`config.mk`:
```
export PLATFORM = sky130hd
export DESIGN_NAME = mit_queue
export DESIGN_NICKNAME = d
export VERILOG_FILES = /design/src/rtl/mit_pkg.sv /design/src/rtl/mit_queue.sv
export SDC_FILE = /design/constraint.sdc
export NUM_CORES = 1
export LEC_CHECK = 0
export BUFFER_PORTS_ARGS = -buffer_cell sky130_fd_sc_hd__buf_4
export CAP_MARGIN = 20
export CORE_ASPECT_RATIO = 1.5
export CORE_MARGIN = 2
export CORE_UTILIZATION = 30
export CTS_CLUSTER_DIAMETER = 120
export CTS_CLUSTER_SIZE = 8
export DETAILED_ROUTE_END_ITERATION = 16
export GPL_ROUTABILITY_DRIVEN = 1
export PLACE_DENSITY = 0.43
export SYNTH_ARGS = -nofsm -noshare
export SYNTH_HDL_FRONTEND = slang
export SYNTH_SLANG_ARGS = --single-unit
export TNS_END_PERCENT = 100
```
`constraint.sdc`:
```
create_clock -name clk -period 25.3 [get_ports clk]
set_clock_uncertainty 0.15 [all_clocks]
set_input_delay 5.06 -clock clk [delete_from_list [all_inputs] [get_ports clk]]
set_output_delay 5.06 -clock clk [all_outputs]
set_load 0.01 [all_outputs]
```
`src/rtl/mit_pkg.sv`:
```
// ----------------------------------------------------------------------------
// mit_pkg: shared types and constants for the 3x3 inverse transpose
// Fixed-point formats, derived widths and the transaction structs.
// ----------------------------------------------------------------------------
`default_nettype none

package mit_pkg;

  localparam int IN_WIDTH    = 16;
  localparam int IN_FRAC     = 12;
  localparam int OUT_WIDTH   = 32;
  localparam int OUT_FRAC    = 16;
  localparam int QUEUE_DEPTH = 4;
  localparam int NUM_ELEM    = 9;

  // product, cofactor, determinant term and determinant sum widths
  localparam int PW  = 2 * IN_WIDTH;
  localparam int CW  = 2 * IN_WIDTH + 1;
  localparam int CMW = 2 * IN_WIDTH;
  localparam int DPW = IN_WIDTH + CW;
  localparam int DW  = DPW + 2;
  localparam int DMW = 3 * IN_WIDTH;
  // divider: dividend shift (fraction plus guard bit), quotient bits, remainder
  localparam int SH  = IN_FRAC + OUT_FRAC + 1;
  localparam int QB  = OUT_WIDTH + 1;
  localparam int RW  = DMW + 1;
  localparam int XW  = CMW + SH + QB + DMW;

  typedef struct packed {
    logic signed [IN_WIDTH-1:0] m11;
    logic signed [IN_WIDTH-1:0] m12;
    logic signed [IN_WIDTH-1:0] m13;
    logic signed [IN_WIDTH-1:0] m21;
    logic signed [IN_WIDTH-1:0] m22;
    logic signed [IN_WIDTH-1:0] m23;
    logic signed [IN_WIDTH-1:0] m31;
    logic signed [IN_WIDTH-1:0] m32;
    logic signed [IN_WIDTH-1:0] m33;
  } mit_in_t;

  typedef struct packed {
    logic signed [OUT_WIDTH-1:0] r11;
    logic signed [OUT_WIDTH-1:0] r12;
    logic signed [OUT_WIDTH-1:0] r13;
    logic signed [OUT_WIDTH-1:0] r21;
    logic signed [OUT_WIDTH-1:0] r22;
    logic signed [OUT_WIDTH-1:0] r23;
    logic signed [OUT_WIDTH-1:0] r31;
    logic signed [OUT_WIDTH-1:0] r32;
    logic signed [OUT_WIDTH-1:0] r33;
    logic                        singular;
  } mit_out_t;

  // classified item handed from front to back
  typedef struct packed {
    logic [NUM_ELEM-1:0][CMW-1:0] nmag;
    logic [NUM_ELEM-1:0]          neg;
    logic [DMW-1:0]               dmag;
    logic                         singular;
  } mit_entry_t;

endpackage

`default_nettype wire

```
`src/rtl/mit_queue.sv`:
```
// ----------------------------------------------------------------------------
// mit_queue: short queue between front and back
// Register-array FIFO with head and tail pointers and a fill count.
// ----------------------------------------------------------------------------
`default_nettype none

module mit_queue #(
  parameter int DEPTH = mit_pkg::QUEUE_DEPTH
) (
  input  wire logic                clk,
  input  wire logic                rst,
  input  wire logic                wr,
  input  wire mit_pkg::mit_entry_t wdata,
  input  wire logic                rd,
  output mit_pkg::mit_entry_t      rdata,
  output logic                     empty,
  output logic                     full
);

  localparam int AW = (DEPTH > 1) ? $clog2(DEPTH) : 1;
  localparam int NW = $clog2(DEPTH + 1);

  mit_pkg::mit_entry_t store [DEPTH];
  logic [AW-1:0] head, tail;
  logic [NW-1:0] count;

  assign empty = (count == '0);
  assign full  = (count == NW'(DEPTH));
  assign rdata = store[head];

  always_ff @(posedge clk) begin
    if (rst) begin
      head  <= '0;
      tail  <= '0;
      count <= '0;
    end else begin
      if (wr) begin
        tail <= (tail == AW'(DEPTH - 1)) ? '0 : tail + 1'b1;
      end
      if (rd) begin
        head <= (head == AW'(DEPTH - 1)) ? '0 : head + 1'b1;
      end
      if (wr && !rd) begin
        count <= count + 1'b1;
      end else if (rd && !wr) begin
        count <= count - 1'b1;
      end
    end
  end

  always_ff @(posedge clk) begin
    if (wr) begin
      store[tail] <= wdata;
    end
  end

endmodule

`default_nettype wire

```
---- After elaboration in Yosys (flattened, before gate mapping) ----
Memories as Yosys holds them, arrays and structs flattened. A register that Yosys moved wholly into a read port is not among the register bits.
Index checks and enable logic that the tools add are counted.
storage, ports and cells
  logic and storage cells ................. 25
  bits in registers ....................... 7
  bits of input ports ..................... 350
  memories kept ........................... 1
  output and inout port bits .............. 348
  bits in writable memories ............... 1384
cells by class
  $add $sub $neg .......................... 4
  equal/unequal tests ..................... 3
  mux-type cells .......................... 8
  reductions and logical operators ........ 6
memory list
  memory  words  bits a word  rd ports  clocked after memory_dff  write ports  line             RTL
  store   4      346          1         1                         1            mit_queue.sv:23  mit_pkg::mit_entry_t store [DEPTH];
operator list
  kind                   count
  $mux W2                4
  $mux W3                2
  $add A2 B1 Y2 const B  2
  $eq A2 B2 Y1 const B   2
  $add A3 B1 Y3 const B  1
  $eq A3 B3 Y1 const B   1
  $logic_not A3 Y1       1
  $sub A3 B1 Y3 const B  1
  $logic_and A1 B1 Y1    2
  $logic_not A1 Y1       2
  $mux W1                2
  $reduce_bool A2 Y1     1

---- Depth between registers and ports, before layout ----
Gate-level depths: netlist (run 1).
  depth after elaboration ................. 4
  gate-level depth with buffers ........... 7
  mapped depth without buffers ............ 7

---- Worst setup path after synthesis (run 1) ----
Ideal clock, no wire load.
  path type ............................... input to register
  from .................................... input port wr
  to ...................................... memory store[0][0] (netlist name), enable pin
  setup time .............................. 0.751 ns
  data arrival time ....................... 12.852 ns
  slack ................................... 11.547 ns
  cell stages on the path ................. 1
  cell sequence ........................... and2_1
on the way
  longest elaborated chain between the ends .. 2
ends and longest elaborated chain
  item                           line             RTL
  start, declared                mit_queue.sv:12  input wire logic wr,
  $mux W1                        mit_queue.sv:52  if (wr) begin
  $mux W1 (not written as such)  mit_queue.sv:53  store[tail] <= wdata;
  end, declared                  mit_queue.sv:23
No other way between the ends.

==> metrics, run 1 <==
largest net degree at the start of global routing=130; most frequent cell after synthesis=edfxtp_1; post-route antenna net violation count=0; Clock Sinks=1393; Pre-antenna DRT Iters=4; fin area=63400 sq um; Multi-input gate area=8050 sq um; Fill cells=15124; arrival time at the worst endpoint=4.77 ns; syn nets=2209; root buffer cell=clkbuf_16; dominant synthesized flop cell=edfxtp_1; io pins=698; WL/cell=25.7 um; Cells after Synth=1852; Max-slew headroom=0.250; multiplexer share of the synthesized area=0.154; Worst R2R Path Depth=5; LEAKAGE=0.0209 uW; Worst Hold End=count[2]$_SDFFE_PP0P_; Hold-fix buffers, CTS=0; total gr overflow=0; CP endpoint kind=output port; Num CTS Buffers=192; clock buffer depth=3; most frequent cells after synthesis=1384 x edfxtp_1, 346 x mux4_2, 35 x buf_2, 33 x buf_12, 9 x dfxtp_1; Die H=508 um; Initial Util=0.302; Total Routing Usage GR=0.147; Setup Buffers After CTS=0; Distinct cells, synth=19; Fin Setup TNS=0 ns; number of global-route vias before repair=25310; via count=23003; Hold/Removal Path Class=flop to flop; RSZ-0062 raised after global routing=no; number of flops mapped to enable cells by yosys=1384; Critical Path Fanout Max=97; estimated wirelength of the detail-placed design=79100 um; Slew @ Worst Pin=1.13 ns; critical path class=flop to output port; largest family of logic cells by synthesized area=multiplexers; initial DRC count=1161; Synth-to-Final Area Change=25.1%; Mapped Area=50700 sq um; share of cells above drive strength 1=0.475; maximum VDD drop=0.0627 mV; crit path launch type=flop; share of the synthesized area in the top cell type=0.820; biggest area consumer among synthesized cells=edfxtp_1; Chip Width=340 um; clk_lat worst skew=0.76 ns; post-synthesis async set-or-reset flop share=0; Post-Route WL=128000 um; Area contributors post-synth=edfxtp_1 82%, mux4_2 15%, buf_12 1.3%; antenna violations before repair=58; Hold WS=0.383 ns; Post-CTS Resized=0; H-tree Lvls=4; full die area=172000 sq um; Placed Area=58100 sq um; CTS tree=done; FF-to-FF Start=tail[0]$_SDFFE_PP0P_; DRC violations left=0; max-slew violation count=0; Worst-path clk slew=0.05 ns; hold path depth=2; Yosys warning total=0; input/output buffers=697; Final Hold Violating Endpoints=0; Core ar.=168000 sq um; XOR/XNOR Fraction of Synth Area=0.000345; R2R Setup Slk=21.77 ns; outcome=finished clean; via density per instance=4.63; Net count, final=3057; routability congestion estimate=0.753; Synth Area in Adders=0.00188; max_cap viols=0; post-synthesis sequential element count=1393; Syn Area/Cell=27.4 sq um; # setup viols final=0; hold wc startpoint=count[2]$_SDFFE_PP0P_; Final Cycle Share=0.394; Synth Area in Compound Gates=0.000395; Synth Area in Simple Gates=0.00160; PwrDens=85.5 nW/um^2; critical path data required time=20.09 ns; highest clock rate=0.100 GHz; R2R Path End=store[2][167]$_DFFE_PP_; register area share after synthesis=0.823; Register Area=41700 sq um; FP Rows=184; first-pass GRT wire length=183000 um; final worst path period need=9.98 ns
logic make-up after synthesis:
| kind of cell | count (synthesis) |
|---|---|
| DFF | 1393 |
| muxes | 349 |
| buffers and inverters | 82 |
| and+or+nand+nor | 15 |
| adders and majority gates | 7 |
| AOI/OAI and AO/OA | 4 |
| xor gates and xnor gates | 2 |
metal layers:
layer / routed length [um] / part of all wire / track usage
met4: 3530 / 0.028 / 0.0541
met2: 56700 / 0.44 / 0.216
met5: 571 / 0.0045 / 0
met1: 49600 / 0.39 / 0.177
met3: 17300 / 0.14 / 0.0892
sequential cells by signal, summed over array words and instances, names as in the netlist, named ones only:
signal  flops
count       3
head        2
store    1384
tail        2
report_power, final:
group	leakage, uW	total [uW]	switching [uW]	internal [uW]
Sequential	0.0128	2670	24.2	2640
Combinational	0.00557	484	254	231
Clock	0.00253	2270	914	1350
area by class of cell:
class,instances,area share
clock inverter,16,0.00549
sequential,1393,0.658
antenna,17,0.000671
tap,2232,0.0440
inverter,5,0.000296
clock buffer,199,0.0765
multi-input combinational,377,0.127
timing repair buffer,731,0.0878
worst max-delay path by stage:
stage,startpoint,end,depth (start not counted),slack [ns]
2_1_floorplan,wr,store[0][0]$_DFFE_PP_,1,11.55
3_3_place_gp,flop,rdata[77],5,15.79
3_5_place_dp,flop,rdata[333],5,15.75
4_1_cts,flop,rdata[333],5,14.92
5_1_grt,flop,rdata[184],5,14.76
6_report,flop,rdata[333],5,15.32
placed cells by master (no fill, tap or decap), types with 2 or more instances in the layout:
| master | count |
|---|---|
| edfxtp_1 | 1384 |
| buf_12 | 3 |
| dfxtp_4 | 2 |
| xor2_1 | 2 |
| clkinv_16 | 7 |
| inv_1 | 5 |
| ha_1 | 6 |
| buf_16 | 2 |
| nor2_1 | 6 |
| inv_6 | 2 |
| clkbuf_16 | 193 |
| mux2i_1 | 3 |
| and2_4 | 4 |
| dfxtp_1 | 7 |
| diode_2 | 17 |
| clkinv_8 | 4 |
| buf_4 | 726 |
| nor3b_1 | 3 |
| clkbuf_1 | 6 |
| mux4_2 | 346 |
| a21oi_1 | 3 |
stage by stage:
stage	total power [uW]	cells	worst slack, ns	util
after floorplan	2970	1852	11.55	-
after global placement	3200	4736	15.79	0.346
after detailed placement	3210	4736	15.75	0.346
after CTS	5530	4951	14.92	0.377
after global routing	5630	4956	14.76	0.378
final	5420	4970	15.32	0.378
worst max-delay path, cell delays in order, from the launching register on:
cell and delay [ns]:
dfxtp_4 0.94, buf_12 0.61, buf_4 0.76, buf_4 0.72, mux4_2 0.61, buf_4 0.17
No activity file was read; power rests on OpenSTA's default activity.
==> inputs of run 2 (changes only) <==
PLACE_DENSITY = 0.45   (was 0.43)
clock period = 9.17 ns   (was 25.3 ns; I/O delays follow)
==> run 2 against run 1 <==
  * Clock-buffer cell count up 11
  * Final cell count down 0.18%
  * Critical path depth down 1
  * Combinational power rose to 2.7 times the previous value
  * Sequential share of layout area about the same
  * Worst hold slack worse by 0.020 ns
  * Largest power group unchanged
  * Highest routed layer unchanged
==> metrics, run 2 (synthesized netlist as in run 1, its figures left out) <==
Post-Route WL=121000 um (-4.9%); routability congestion estimate=0.721 (-4.2%); crit path launch type=flop; placed cell count=4724 (-0.25%); Critical Path Fanout Max=86 (-11%); critical path class=flop to output port; H-tree Lvls=4 (unchanged); outcome=finished clean; via density per instance=4.59 (-0.85%); Chip Width=340 um (unchanged); slowest CP cell=dfxtp_4; clock buffer depth=3 (unchanged); share of cells above drive strength 1=0.470 (-0.00448); critical path data required time=7.19 ns (-12.90 ns); Post-CTS Resized=0 (unchanged); final instance count without filler cells=4961 (-0.18%); io pins=698 (unchanged); maximum VDD drop=0.157 mV (+150%); max-slew violation count=0 (unchanged); CP endpoint kind=output port; crit path buf inv count=3 (-1); Slew @ Worst Pin=1.18 ns (+0.0573 ns); input/output buffers=697 (unchanged); Initial Util=0.302 (unchanged); Fin Setup TNS=0 ns (unchanged); Clock Sinks=1393 (unchanged); estimated wirelength of the detail-placed design=72900 um (-7.8%); crit path cell chain=buf_12, buf_4, mux4_2, buf_4; Pre-antenna DRT Iters=4 (unchanged); number of global-route vias before repair=25396 (+0.34%); # setup viols final=0 (unchanged); Hold/Removal Path Class=flop to flop; commonest non-fill, non-tap cell in the layout=edfxtp_1; most frequent cells in the layout=1384 x edfxtp_1, 704 x buf_4, 346 x mux4_2; Final Hold Violating Endpoints=0 (unchanged); Biggest register=store; cell mode on critical path=buf_4; Total Routing Usage GR=0.139 (-0.00817); Setup Buffers After CTS=0 (unchanged); Pwr Total=14900 uW (+180%); Hold-fix buffers, CTS=0 (unchanged); Worst-path clk slew=0.05 ns (about the same); final worst path period need=5.65 ns; WL/cell=24.5 um (-4.8%); Die H=508 um (unchanged); RSZ-0062 raised after global routing=no; Num CTS Buffers=192 (unchanged); total gr overflow=0 (unchanged); CP max stage delay=0.81 ns (-0.13 ns); initial DRC count=1201 (+3.4%); arrival time at the worst endpoint=3.67 ns (-1.10 ns); Net count, final=3043 (-0.46%); root buffer cell=clkbuf_16; highest clock rate=0.177 GHz; max reg flops=1384 (unchanged); pre-CTS setup slack=4.14 ns (-11.61 ns); Final Cycle Share=0.616; Hold WS=0.364 ns (-0.0196 ns); via count=22766 (-1.0%); first-pass GRT wire length=175000 um (-4.3%); Synth-to-Final Area Change=25.0% (about the same); clk_lat worst skew=0.76 ns (about the same); antenna violations before repair=43 (-26%); DRC violations left=0 (unchanged); full die area=172000 sq um (unchanged); Max-slew headroom=0.212 (-0.0382); Largest regs=store: 1384 flops, count: 3 flops; max_cap viols=0 (unchanged); fin worst setup slack=3.52 ns (-11.80 ns); largest net degree at the start of global routing=144 (+11%); Top Family by Delay on Critical Path=buffers and inverters; LEAKAGE=0.0208 uW (-0.29%); CTS tree=done; Core ar.=168000 sq um (unchanged); post-route antenna net violation count=0 (unchanged); FP Rows=184 (unchanged); PwrDens=236 nW/um^2 (+180%)
## run 2: cell count changes in the layout (fill, tap and decap cells not counted), sizes merged, moves of 3 or more
cell / change
inv: +3
diode: -3
clkbuf: +11
clkinv: -6
buf: -14
## run 2: worst paths after layout
path                               from                 endpoint  slack, ns  cells after the start
setup / recovery                   flop               rdata[316]       3.52                      4
hold / removal    count[2]$_SDFFE_PP0P_    count[2]$_SDFFE_PP0P_       0.36                      2
setup reg to reg   tail[0]$_SDFFE_PP0P_  store[0][132]$_DFFE_PP_       6.05                      5
hold reg to reg   count[2]$_SDFFE_PP0P_    count[2]$_SDFFE_PP0P_       0.36                      2
## run 2: cell type report
type                            instances  area, sq um
Tap cell                             2232         2790
Clock inverter                         13          246
Sequential cell                      1393        41700
Inverter                                5         18.8
Timing Repair Buffer                  717         5550
Multi-Input combinational cell        377         8050
Clock buffer                          210         4940
Fill cell                           15129       104000
Antenna cell                           14         35.0
## run 2: worst reg2reg max path, stage by stage (launching register included)
cell and delay [ns]:
dfxtp_1 0.35, inv_1 0.10, ha_1 0.15, and2_4 0.29, buf_12 0.56, buf_4 1.04
## run 2: power by group
group	switching, uW	internal [uW]	leakage, uW
Sequential	61.2	7290	0.0128
Clock	2520	3750	0.00252
Combinational	686	637	0.00552
Total	3270	11700	0.0208
## run 2: metal layers
layer | vias to the layer above | part of all wire | wire length, um | global-route usage
li1 | 9689 | - | - | -
met1 | 11956 | 0.38 | 46700 | 0.162
met2 | 813 | 0.47 | 56900 | 0.216
met3 | 248 | 0.12 | 14500 | 0.0769
met4 | 60 | 0.025 | 2990 | 0.0505
met5 | - | 0.0034 | 407 | 0
## run 2: through the flow
stage                util  cell area (sq um)
finish              0.378              63400
global route        0.377              63300
CTS                 0.377              63300
detailed placement  0.346              58200
global placement    0.346              58200
floorplan               -              50700
==> inputs of run 3 (changes only) <==
clock period = 5.08 ns   (was 9.17 ns; I/O delays follow)
==> run 3 against run 2 <==
  * Non-clock buffer count increased by 24
  * Sequential power increased by 81%
  * Worst hold slack got worse by 0.096 ns
  * Design area increased by 0.59%
  * Worst setup slack got worse by 2.7 ns
  * Critical endpoint is now rdata[276]
  * Largest cell class unchanged
==> metrics, run 3 (synthesized netlist as in run 1, its figures left out) <==
input/output buffers=697 (unchanged); Slew @ Worst Pin=1.06 ns (-0.118 ns); highest clock rate=0.236 GHz; Worst R2R Path Depth=4 (-1); Final Cycle Share=0.836; CP endpoint=rdata[276]; Pwr Total=27000 uW (+81%); total gr overflow=0 (unchanged); share of cells above drive strength 1=0.476 (+0.00591); FF-to-FF Start=tail[0]$_SDFFE_PP0P_; number of global-route vias before repair=25569 (+0.68%); routability congestion estimate=0.731 (+1.3%); CTS tree=done; WL/cell=24.9 um (+1.8%); final worst path period need=4.24 ns; outcome=finished clean; max-slew violation count=0 (unchanged); Post-Route WL=124000 um (+2.2%); post-route antenna net violation count=0 (unchanged); Pre-antenna DRT Iters=4 (unchanged); Total Routing Usage GR=0.143 (+0.00359); # setup viols final=0 (unchanged); root buffer cell=clkbuf_16; Fin Setup TNS=0 ns (unchanged); first-pass GRT wire length=179000 um (+2.5%); crit path launch type=flop; estimated wirelength of the detail-placed design=77100 um (+5.7%); critical path class=flop to output port; CP endpoint kind=output port; critical path data required time=3.91 ns (-3.28 ns); LEAKAGE=0.0210 uW (+0.92%); Num CTS Buffers=193 (+0.52%); Placed Area=58500 sq um (+0.56%); met3 Track Usage GR=0.0739 (-0.00299); antenna violations before repair=42 (-2.3%); initial DRC count=1245 (+3.7%); Chip Width=340 um (unchanged); clk_lat worst skew=0.79 ns (+0.03 ns); maximum VDD drop=0.352 mV (+120%); Die H=508 um (unchanged); Synth-to-Final Area Change=25.7%; via count=22952 (+0.82%); DRC violations left=0 (unchanged); Largest regs=store: 1384 flops, count: 3 flops; max reg flops=1384 (unchanged); R2R Path End=store[0][217]$_DFFE_PP_; Clock Sinks=1393 (unchanged); Setup Buffers After CTS=0 (unchanged); Hold-fix buffers, CTS=0 (unchanged); RSZ-0062 raised after global routing=no; Biggest register=store; met2 Usage GRT=0.226 (+0.0101); Core ar.=168000 sq um (unchanged); H-tree Lvls=4 (unchanged); most frequent cells in the layout=1384 x edfxtp_1, 717 x buf_4, 346 x mux4_2; Max-slew headroom=0.291 (+0.0789); clock buffer depth=3 (unchanged); Net count, final=3068 (+0.82%); Layout Utilization=0.380 (+0.00224); met1 usage=0.165 (+0.00314); largest net degree at the start of global routing=120 (-17%); Initial Util=0.302 (unchanged); full die area=172000 sq um (unchanged); FP Rows=184 (unchanged); commonest non-fill, non-tap cell in the layout=edfxtp_1; fin area=63700 sq um (+0.59%); io pins=698 (unchanged); PwrDens=424 nW/um^2 (+80%); Post-CTS Resized=0 (unchanged); max_cap viols=0 (unchanged); Worst-path clk slew=0.05 ns (about the same); Hold/Removal Path Class=primary input to flop; Final Hold Violating Endpoints=0 (unchanged); arrival time at the worst endpoint=3.08 ns (-0.59 ns); R2R Setup Slk=2.58 ns (-3.47 ns); Most Used Layer, Global Route=met2; Critical Path Fanout Max=68 (-21%); via density per instance=4.61 (+0.43%)
==> run 3: cell types whose count changed in the layout (fill, tap and decap cells not counted) <==
cell	before	now
buf_4	704	717
buf_12	13	23
clkbuf_1	15	10
diode_2	14	10
clkinv_16	4	7
clkinv_2	0	2
clkinv_8	2	4
inv_16	3	1
inv_6	3	1
buf_16	0	1
clkinv_1	0	1
clkinv_4	0	1
clkinvlp_4	1	0
==> run 3: worst min-delay path by stage <==
stage | start | to | cells past startpoint | slack [ns]
6_report | wdata[254] | store[2][254]$_DFFE_PP_ | 1 | 0.27
5_1_grt | wdata[210] | store[1][210]$_DFFE_PP_ | 1 | 0.20
4_1_cts | wdata[213] | store[0][213]$_DFFE_PP_ | 1 | 0.16
3_5_place_dp | count[2]$_SDFFE_PP0P_ | count[2]$_SDFFE_PP0P_ | 2 | 0.35
3_3_place_gp | count[2]$_SDFFE_PP0P_ | count[2]$_SDFFE_PP0P_ | 2 | 0.33
2_1_floorplan | count[2]$_SDFFE_PP0P_ | count[2]$_SDFFE_PP0P_ | 2 | 0.31
==> run 3: area by class of cell <==
cell class	instances	area (sq um)
Antenna cell	10	25.0
Multi-Input combinational cell	377	8050
Fill cell	15037	104000
Tap cell	2232	2790
Clock inverter	17	327
Sequential cell	1393	41700
Clock buffer	205	4920
Inverter	5	18.8
Timing Repair Buffer	741	5870
==> run 3: critical path, cell delays in order (launching register included) <==
cell	delay (ns)
dfxtp_4	0.73
buf_12	0.39
mux4_2	0.64
buf_4	0.17
==> run 3: report_power, final <==
part	switching, uW	internal, uW	total (uW)
combinational	1270	1180	2440
clock	4550	6770	11300
sequential	109	13200	13300
total	5930	21100	27000
==> run 3: stage by stage <==
| step | hold slack (ns) | worst slack [ns] | cells |
|---|---|---|---|
| after floorplan | 0.310 | 1.07 | 1852 |
| after global placement | 0.328 | 1.62 | 4747 |
| after detailed placement | 0.355 | 1.60 | 4748 |
| after CTS | 0.165 | 0.691 | 4970 |
| after global routing | 0.205 | 0.632 | 4978 |
| final | 0.268 | 0.835 | 4980 |
==> run 3: routing by layer <==
metal,wire length [um],up-vias
li1,-,9728
met3,14300,232
met1,47000,12090
met5,394,-
met4,3110,64
met2,59200,838
